===== config.mk =====
export PLATFORM = sky130hd
export DESIGN_NAME = crlf_message_framer_top
export DESIGN_NICKNAME = d
export VERILOG_FILES = /design/src/rtl/core/crlf_pkg.sv /design/src/rtl/core/crlf_framer_core.sv /design/src/rtl/core/crlf_message_framer_top.sv
export SDC_FILE = /design/constraint.sdc
export NUM_CORES = 1
export LEC_CHECK = 0
export BUFFER_PORTS_ARGS = -buffer_cell sky130_fd_sc_hd__buf_2
export CAP_MARGIN = 20
export CORE_ASPECT_RATIO = 0.75
export CORE_UTILIZATION = 25
export DETAILED_ROUTE_END_ITERATION = 10
export SKIP_CTS_REPAIR_TIMING = 1
export SLEW_MARGIN = 10
export SYNTH_ARGS = -nofsm -noshare
export SYNTH_HDL_FRONTEND = slang
export SYNTH_SLANG_ARGS = --single-unit
export TNS_END_PERCENT = 5

===== constraint.sdc =====
create_clock -name clk -period 6 [get_ports clk]
set_input_delay 1.2 -clock clk [delete_from_list [all_inputs] [get_ports clk]]
set_output_delay 1.2 -clock clk [all_outputs]
set_load 0.1 [all_outputs]

===== src/rtl/core/crlf_pkg.sv =====
// Package for the CRLF message framer: constants, word types, register map.
package crlf_pkg;

	localparam int unsigned BUFFER_BYTES_DEF = 256;

	localparam logic [7:0] CH_CR = 8'h0D;
	localparam logic [7:0] CH_LF = 8'h0A;

	localparam int unsigned PADDR_W = 3;
	localparam int unsigned PDATA_W = 32;

	// register index, taken from paddr[2]
	localparam logic REG_END_MODE = 1'b0;

	typedef struct packed {
		logic [7:0] rx_byte;
		logic       parity_bad;
		logic       framing_bad;
	} rx_word_t;

	typedef struct packed {
		logic       store_enable;
		logic [7:0] store_index;
		logic [7:0] store_byte;
		logic       message_done;
		logic [8:0] message_length;
		logic       parity_error_seen;
		logic       framing_error_seen;
		logic       overflow;
	} res_word_t;

endpackage


===== src/rtl/core/crlf_framer_core.sv =====
// Message state registers and per-word delimiter, index and length logic.
module crlf_framer_core #(
	parameter int unsigned BUFFER_BYTES = crlf_pkg::BUFFER_BYTES_DEF
) (
	input  logic                clk,
	input  logic                arst_n,
	input  logic                step,
	input  logic                end_mode,
	input  crlf_pkg::rx_word_t  rx_word,
	output crlf_pkg::res_word_t res_word
);
	import crlf_pkg::*;

	localparam int unsigned CW = $clog2(BUFFER_BYTES + 1);
	localparam int unsigned WW = (CW > 9) ? CW : 9;

	logic [CW-1:0] fill_q;
	logic [7:0]    recent_q [3];
	logic          header_q;
	logic          parity_q;
	logic          framing_q;

	logic          full;
	logic          crlf;
	logic          restart;
	logic          done;
	logic          ovf;
	logic          par_acc;
	logic          frm_acc;
	logic [CW-1:0] fill_next;
	logic [WW-1:0] pos_w;
	logic [WW-1:0] len_w;

	always_comb begin
		full    = (fill_q == CW'(BUFFER_BYTES));
		crlf    = (recent_q[0] == CH_CR) && (rx_word.rx_byte == CH_LF);
		restart = 1'b0;
		done    = 1'b0;
		if (!end_mode) begin
			if ((fill_q != '0) && crlf) begin
				if (!header_q) begin
					restart = 1'b1;
				end else begin
					done = 1'b1;
				end
			end
		end else begin
			if ((fill_q >= CW'(3)) && crlf && (recent_q[2] == CH_CR)
					&& (recent_q[1] == CH_LF)) begin
				done = 1'b1;
			end
		end
		ovf     = full && !restart;
		done    = done || ovf;
		par_acc = parity_q || rx_word.parity_bad;
		frm_acc = framing_q || rx_word.framing_bad;

		if (restart) begin
			fill_next = '0;
		end else if (full) begin
			fill_next = fill_q;
		end else begin
			fill_next = fill_q + CW'(1);
		end

		pos_w = WW'(fill_q);
		len_w = WW'(fill_next);

		res_word = '0;
		if (!full) begin
			res_word.store_enable = 1'b1;
			res_word.store_index  = pos_w[7:0];
			res_word.store_byte   = rx_word.rx_byte;
		end
		if (done) begin
			res_word.message_done       = 1'b1;
			res_word.message_length     = len_w[8:0];
			res_word.parity_error_seen  = par_acc;
			res_word.framing_error_seen = frm_acc;
			res_word.overflow           = ovf;
		end
	end

	always_ff @(posedge clk or negedge arst_n) begin
		if (!arst_n) begin
			fill_q      <= '0;
			recent_q[0] <= '0;
			recent_q[1] <= '0;
			recent_q[2] <= '0;
			header_q    <= 1'b0;
			parity_q    <= 1'b0;
			framing_q   <= 1'b0;
		end else if (step) begin
			if (done) begin
				fill_q      <= '0;
				recent_q[0] <= '0;
				recent_q[1] <= '0;
				recent_q[2] <= '0;
				header_q    <= 1'b0;
				parity_q    <= 1'b0;
				framing_q   <= 1'b0;
			end else begin
				fill_q      <= fill_next;
				recent_q[0] <= rx_word.rx_byte;
				recent_q[1] <= recent_q[0];
				recent_q[2] <= recent_q[1];
				header_q    <= header_q || restart;
				parity_q    <= par_acc;
				framing_q   <= frm_acc;
			end
		end
	end

endmodule


===== src/rtl/core/crlf_message_framer_top.sv =====
// Top level of the CRLF message framer: register port, framer core, result register.
//
//  channel   direction  handshake              payload
//  rx        in         rx_valid / rx_ready    rx_word  (crlf_pkg::rx_word_t)
//  res       out        res_valid / res_ready  res_word (crlf_pkg::res_word_t)
//  config    in         psel/penable/pready    paddr, pwdata, prdata (end_mode at 0x0)
//
// One word per cycle while the result is not stalled; each word gives one result in the cycle after it is taken.
// The result register is the only stage; rx_ready is high whenever it is empty
// or being drained in the same cycle.
// Reset clears message state, end_mode and the result valid bit.
// A stalled result holds res_word and blocks further rx words.
module crlf_message_framer_top #(
	parameter int unsigned BUFFER_BYTES = crlf_pkg::BUFFER_BYTES_DEF
) (
	input  logic                                clk,
	input  logic                                arst_n,
	input  logic                                rx_valid,
	output logic                                rx_ready,
	input  crlf_pkg::rx_word_t                  rx_word,
	output logic                                res_valid,
	input  logic                                res_ready,
	output crlf_pkg::res_word_t                 res_word,
	input  logic                                psel,
	input  logic                                penable,
	input  logic                                pwrite,
	input  logic [crlf_pkg::PADDR_W-1:0]        paddr,
	input  logic [crlf_pkg::PDATA_W-1:0]        pwdata,
	output logic [crlf_pkg::PDATA_W-1:0]        prdata,
	output logic                                pready
);
	import crlf_pkg::*;

	logic      end_mode_q;
	logic      res_valid_q;
	res_word_t res_word_q;
	res_word_t step_res;
	logic      rx_take;

	assign pready   = 1'b1;
	assign rx_ready = !res_valid_q || res_ready;
	assign rx_take  = rx_valid && rx_ready;

	always_comb begin
		prdata = '0;
		if (paddr[2] == REG_END_MODE) begin
			prdata[0] = end_mode_q;
		end
	end

	always_ff @(posedge clk or negedge arst_n) begin
		if (!arst_n) begin
			end_mode_q <= 1'b0;
		end else if (psel && penable && pwrite && pready && (paddr[2] == REG_END_MODE)) begin
			end_mode_q <= pwdata[0];
		end
	end

	crlf_framer_core #(
		.BUFFER_BYTES(BUFFER_BYTES)
	) u_core (
		.clk     (clk),
		.arst_n  (arst_n),
		.step    (rx_take),
		.end_mode(end_mode_q),
		.rx_word (rx_word),
		.res_word(step_res)
	);

	always_ff @(posedge clk or negedge arst_n) begin
		if (!arst_n) begin
			res_valid_q <= 1'b0;
		end else if (rx_ready) begin
			res_valid_q <= rx_valid;
		end
	end

	always_ff @(posedge clk) begin
		if (rx_take) begin
			res_word_q <= step_res;
		end
	end

	assign res_valid = res_valid_q;
	assign res_word  = res_word_q;

endmodule

==> summary.md, run 1 <==
| Metric | Value |
|---|---|
| Status | `complete, no violations` |
| Critical path cell sequence | `buf_2 > nand2b_1 > buf_2` |
| Leading area contributor after synthesis | `dfrtp_1` |
| CP max FO | `3` |
| Setup WS post-layout | `approximately 3 ns` |
| Yosys cell types | `48` |
| Most common cell in the netlist | `dfrtp_1` |
| Hold Path Class | `reg -> reg` |
| Seq/Total Area, Yosys | `0.5818` |
| Worst path slowest cell | `buf_2` |
| Top Ports | `~120` |
| Non-Filler Instances | `roughly 480` |
| NumNets Final | `361` |
| RePlAce Congestion | `a little over 0.7` |
| GRT Util Overall | `0.1006` |
| Port bufs | `51` |
| Avg Cell Area, Syn | `between 10 and 15 µm²` |
| Die X | `about 130 µm` |
| Core area | `about 0.012 mm²` |
| Buf+Inv Stages, Crit Path | `2` |
| Delay-heaviest family, CP | `buffers and inverters` |
| Detailed router's first-iteration violation count | `106` |
| Synth Instances | `263` |
| CP arrival | `between 1.5 and 2 ns` |
| Total wire length | `~6200 µm` |
| DRC Markers | `0` |
| Drt pass-1 iters | `4` |
| # rows | `35` |
| CP Capture Type | `output port` |
| Dpl cells | `between 400 and 500` |
| Area added between synthesis and finish | `16.86%` |
| Clock Latency Late Sink | `between 0.3 and 0.4 ns` |
| Largest stage delay, worst path | `around 0.43 ns` |
| Clk root buf | `clkbuf_16` |
| RSZ-0062 raised after global routing | `false` |
| Async SR Flop Fraction | `0.5588` |
| Syn Std Cell Area | `about 0.0032 mm²` |
| Pwr per Cell Area | `between 400 and 500 mW/mm²` |
| Crit path top cell by count | `buf_2` |
| Setup tns final | `0 ns` |
| Share of cells above drive strength 1 | `0.2756` |
| Die height | `approximately 100 µm` |
| Minimum clock period | `roughly 3 ns` |
| Number of vias per cell | `roughly 4.3` |
| #FFs+latches synth | `68` |
| Vias after detailed routing | `~2000` |
| Total of max-cap violations | `0` |
| CTS H-Tree Depth | `3` |
| Final hold viol count | `0` |
| Clock-pin slew on the worst setup and hold paths | `0.06 ns` |
| Rel. slew slack | `0.4080` |
| Dominant cells by area after synthesis | `dfrtp_1 (30%), edfxtp_1 (28%), buf_4 (8.0%), a22o_1 (6.9%), nor2_1 (2.2%)` |
| Leakage power total | `roughly 1.6 nW` |
| Worst Path Required | `between 4 and 5 ns` |
| Placed Instance Area | `~0.0034 mm²` |
| Initial Util | `0.2578` |
| Synth cell count leaders | `dfrtp_1 (38), buf_4 (34), edfxtp_1 (30), a22o_1 (25), nor2_1 (19)` |
| Final Slew Violations | `0` |
| Final Setup Violations | `0` |
| Grt total ovfl | `0` |
| Peak VDD IR | `about 150 µV` |
| Synth top area share | `0.2987` |
| Achievable Freq | `roughly 330 MHz` |
| Detailed placement HPWL | `4245 µm` |
| Largest net degree at the start of global routing | `40` |
| First-pass GRT wire length | `slightly below 10000 µm` |
| Routed Antenna Nets | `0` |
| Crit Path Class | `in -> out` |
| Fin crit share | `0.5056` |
| Sink Count | `68` |
| CTS tree | `built` |
| N_diodes | `0` |
| Post-DR wirelength/cell | `about 13 µm` |
| Clk buf depth | `2` |
| Fin area | `0.003720 mm²` |
| Ys flop type | `dfrtp_1` |
| Skew final | `around 0.0074 ns` |
| Worst-Margin Slew | `just under 0.9 ns` |
| Yosys warning count | `0` |
| Worst setup SP type | `input port` |
| Final hold slack | `about 0.5 ns` |
| Die area | `~0.013 mm²` |
| Pre-CTS WS | `between 2 and 3 ns` |
| Vias in the first global route | `around 1800` |
| EDFF count, synth | `30` |
| Initial antenna violation count | `0` |
| Num CTS Buffers | `9` |
## layout make-up
class	count	area [µm²]
Fill cell	1262	8630
Clock inverter	7	80.08
Clock buffer	9	225.2
Sequential cell	68	1852
Inverter	6	22.52
Multi-Input combinational cell	169	1062
Timing Repair Buffer	53	270.3
Tap cell	166	207.7
## final timing paths
kind,cells after the start,end,from,slack (ns)
max,3,rx_ready,res_ready,2.97
min,1,u_core.recent_q[5],u_core.recent_q[5],0.50
max reg2reg,7,res_word[13],u_core.fill_q[0],3.37
min reg2reg,1,u_core.recent_q[5],u_core.recent_q[5],0.50
max in group asynchronous,1,u_core.fill_q[5],arst_n,4.45
min in group asynchronous,1,u_core.fill_q[3],arst_n,0.99
## logic make-up after synthesis
family / count (synthesis) / share of synthesized area
adder cells (fa/ha/maj): 2 / 0.007860
XOR/XNOR: 6 / 0.01651
AO/OA/AOI/OAI: 52 / 0.1270
multiplexers: 1 / 0.003537
flip-flops: 68 / 0.5818
buffers and inverters: 56 / 0.1199
other: 2 / 0.002359
AND/OR/NAND/NOR: 76 / 0.1411
## power by group
group	leakage, nW	total (mW)	internal [mW]	switching, mW
Clock	0.143	0.535	0.327	0.207
Sequential	0.739	0.640	0.564	0.0762
Combinational	0.692	0.402	0.0925	0.309
## per-stage QoR
| stage | power (mW) | util |
|---|---|---|
| detailed placement | 1.048 | 0.2765 |
| CTS | 1.594 | 0.3012 |
| global route | 1.646 | 0.3012 |
| finish | 1.576 | 0.3012 |
| floorplan | 1.009 | - |
| global placement | 1.044 | 0.2765 |
## state kept, by name, summed over array words and instances (netlist names)
signal            cells
res_word             30
u_core.recent_q      24
u_core.fill_q         9
end_mode_q            1
res_valid             1
u_core.framing_q      1
u_core.header_q       1
u_core.parity_q       1
## routing by layer
metal	wire (µm)	vias up	GRT usage
met5	0	-	0
li1	-	972	-
met2	2417	98	0.1347
met1	3173	960	0.1409
met4	116	0	0.04775
met3	508	7	0.03772
## placed cells by master (no fill, tap or decap), types with 3 or more instances in the layout
master,n
buf_2,51
edfxtp_1,30
and2_1,8
nor3_1,5
nand3_1,7
a22o_1,25
nand2b_1,3
nand2_1,10
inv_1,5
nor2_1,19
a21oi_1,13
nand4_1,3
dfrtp_1,38
inv_6,4
clkbuf_16,9
conb_1,32
o21ai_0,3
nor4b_1,4
xor2_1,5
No activity file was read; power rests on OpenSTA's default activity.
==> inputs of run 2 (changes only) <==
==> constraint.sdc (replaced) <==
create_clock -name clk -period 3.1 [get_ports clk]
set_input_delay 0.62 -clock clk [delete_from_list [all_inputs] [get_ports clk]]
set_output_delay 0.62 -clock clk [all_outputs]
set_load 0.1 [all_outputs]
==> run 2 against run 1 <==
  * First-iteration DRC count increased by 41%
  * Core utilization about the same
  * Via count increased by 2.7%
  * Combinational power increased by 94%
  * Worst setup slack got worse by 2.5 ns
  * Critical path type is now reg -> reg
  * Register-to-register slack got worse by 2.9 ns
  * Sequential cell count unchanged
  * Final cell count increased by 0.21%
  * Sequential share of layout area decreased by 0.050 points
  * Design area increased by 0.10%
  * Hold slack got worse by 0.087 ns
==> summary.md, run 2 (same netlist as run 1, synthesis figures left out) <==
| Metric | Value |
|---|---|
| Num CTS Buffers | `9 (unchanged)` |
| Core area | `0.01235 mm² (unchanged)` |
| Reg2reg setup slack | `0.50 ns (-2.87 ns)` |
| DRC Markers | `0 (unchanged)` |
| Crit Path Class | `reg -> reg` |
| Die height | `99.72 µm (unchanged)` |
| CTS H-Tree Depth | `3 (unchanged)` |
| CP arrival | `2.70 ns (+0.87 ns)` |
| Area added between synthesis and finish | `16.98%` |
| Sequential Power Share | `0.407 (about the same)` |
| Port bufs | `51 (unchanged)` |
| Critical path cell sequence | `inv_1 > ha_1 > a41oi_2 > a41oi_2 > o21ai_2 > nand2_2 > and2_1` |
| Drt pass-1 iters | `4 (unchanged)` |
| N_diodes | `0 (unchanged)` |
| Final core utilization | `0.3015 (+0.0003040)` |
| Sink Count | `68 (unchanged)` |
| RSZ-0062 raised after global routing | `false` |
| Final Slew Violations | `0 (unchanged)` |
| Worst setup SP type | `flop` |
| Net switching power | `1.146 mW (+93%)` |
| Pwr per Cell Area | `817.4 mW/mm² (+93%)` |
| Largest stage delay, worst path | `0.52 ns (+0.09 ns)` |
| Detailed router's first-iteration violation count | `149 (+41%)` |
| NumNets Final | `362 (+0.28%)` |
| Skew final | `0.004665 ns (-0.002722 ns)` |
| Clock Latency Late Sink | `0.33 ns (about the same)` |
| Sw frac | `0.3766 (+0.0005643)` |
| Status | `complete, no violations` |
| Setup tns final | `0 ns (unchanged)` |
| Clk buf depth | `2 (unchanged)` |
| Commonest non-fill, non-tap cells in the layout | `buf_2 (51), dfrtp_1 (38), conb_1 (32)` |
| # rows | `35 (unchanged)` |
| Initial antenna violation count | `0 (unchanged)` |
| Clk pwr share | `0.336 (-0.003)` |
| Minimum clock period | `2.605 ns` |
| Final Setup Violations | `0 (unchanged)` |
| Routed Antenna Nets | `0 (unchanged)` |
| Largest register FFs | `30 (unchanged)` |
| CTS tree | `built` |
| Die area | `0.01319 mm² (unchanged)` |
| RePlAce Congestion | `0.7393 (+1.7%)` |
| Achievable Freq | `383.9 MHz` |
| Total of max-cap violations | `0 (unchanged)` |
| Hold Path Class | `in -> async` |
| Worst-case reg-to-reg path depth | `7 (unchanged)` |
| Worst path slowest cell | `dfrtp_1` |
| CP max FO | `17 (+14)` |
| Final hold viol count | `0 (unchanged)` |
| Crit path top cell by count | `a41oi_2` |
| Final Total Pwr | `3.044 mW (+93%)` |
| Worst R2R Start | `u_core.fill_q[0]` |
| Share of cells above drive strength 1 | `0.2780 (+0.002314)` |
| Final hold slack | `0.4146 ns (-0.08712 ns)` |
| Clk root buf | `clkbuf_16` |
| GRT Util Overall | `0.1009 (+0.0003465)` |
| Gate power share | `0.257 (+0.002)` |
| Fin crit share | `0.8403` |
| Rel. slew slack | `0.3967 (-0.01136)` |
| Delay-heaviest family, CP | `compound AO/OA/AOI/OAI gates` |
| Commonest non-fill, non-tap cell in the layout | `buf_2` |
| Number of vias per cell | `4.367 (+2.5%)` |
| Peak VDD IR | `290.7 µV (+92%)` |
| Reg2reg end | `res_word[15]` |
| CP Capture Type | `flop` |
| Largest net degree at the start of global routing | `39 (-2.5%)` |
| Worst Path Required | `3.19 ns (-1.61 ns)` |
| Buf+Inv Stages, Crit Path | `1 (-1)` |
| Die X | `132.3 µm (unchanged)` |
| Total wire length | `6304 µm (+1.4%)` |
| Clock-pin slew on the worst setup and hold paths | `0.06 ns (about the same)` |
| Initial Util | `0.2578 (unchanged)` |
| Worst-Margin Slew | `0.9050 ns (+0.01703 ns)` |
| Internal Power | `1.897 mW (+93%)` |
| Post-DR wirelength/cell | `13.16 µm (+1.2%)` |
| Leakage power total | `1.578 nW (+0.23%)` |
| Top Ports | `117 (unchanged)` |
| Detailed placement HPWL | `4305 µm (+1.4%)` |
| Vias in the first global route | `1854 (+1.9%)` |
| First-pass GRT wire length | `10050 µm (+1.5%)` |
| Vias after detailed routing | `2092 (+2.7%)` |
| Grt total ovfl | `0 (unchanged)` |
## run 2: final cells by class
| class | count | area, µm² |
|---|---|---|
| repair buffers | 54 | 277.8 |
| clock inverters | 7 | 76.32 |
| well taps | 166 | 207.7 |
| inverters | 6 | 22.52 |
| clock buffers | 9 | 225.2 |
| multi-input cells | 169 | 1062 |
| flip-flops and latches | 68 | 1852 |
| fillers | 1250 | 8626 |
## run 2: worst max-delay path by stage
stage / from / end / slack, ns / depth (start not counted)
2_1_floorplan: res_valid / u_core.recent_q[10] / 0.32 / 5
3_3_place_gp: rx_word[7] / res_word[17] / 0.32 / 6
3_5_place_dp: rx_word[7] / res_word[15] / 0.34 / 6
4_1_cts: u_core.fill_q[0] / res_word[15] / 0.52 / 7
5_1_grt: u_core.fill_q[0] / res_word[13] / 0.34 / 7
6_report: u_core.fill_q[0] / res_word[15] / 0.50 / 7
## run 2: stage by stage
stage          cells  instance area [µm²]  setup slack [ns]
6_report         479                 3724            0.4950
4_1_cts          479                 3724            0.5183
3_5_place_dp     463                 3422            0.3390
5_1_grt          479                 3724            0.3358
2_1_floorplan    293                 3296            0.3221
3_3_place_gp     463                 3422            0.3224
## run 2: power by group through the flow
| stage | registers (mW) | clock network (mW) | logic [mW] |
|---|---|---|---|
| 2_1_floorplan | 1.41 | 0 | 0.543 |
| 3_3_place_gp | 1.25 | 0 | 0.772 |
| 3_5_place_dp | 1.25 | 0 | 0.781 |
| 4_1_cts | 1.24 | 1.05 | 0.784 |
| 5_1_grt | 1.26 | 1.08 | 0.828 |
| 6_report | 1.24 | 1.02 | 0.781 |
## run 2: routing by layer
metal | share of wire | global-route usage
met5 | 0 | 0
met4 | 0.010 | 0.04156
met3 | 0.092 | 0.04230
met2 | 0.40 | 0.1315
met1 | 0.50 | 0.1439
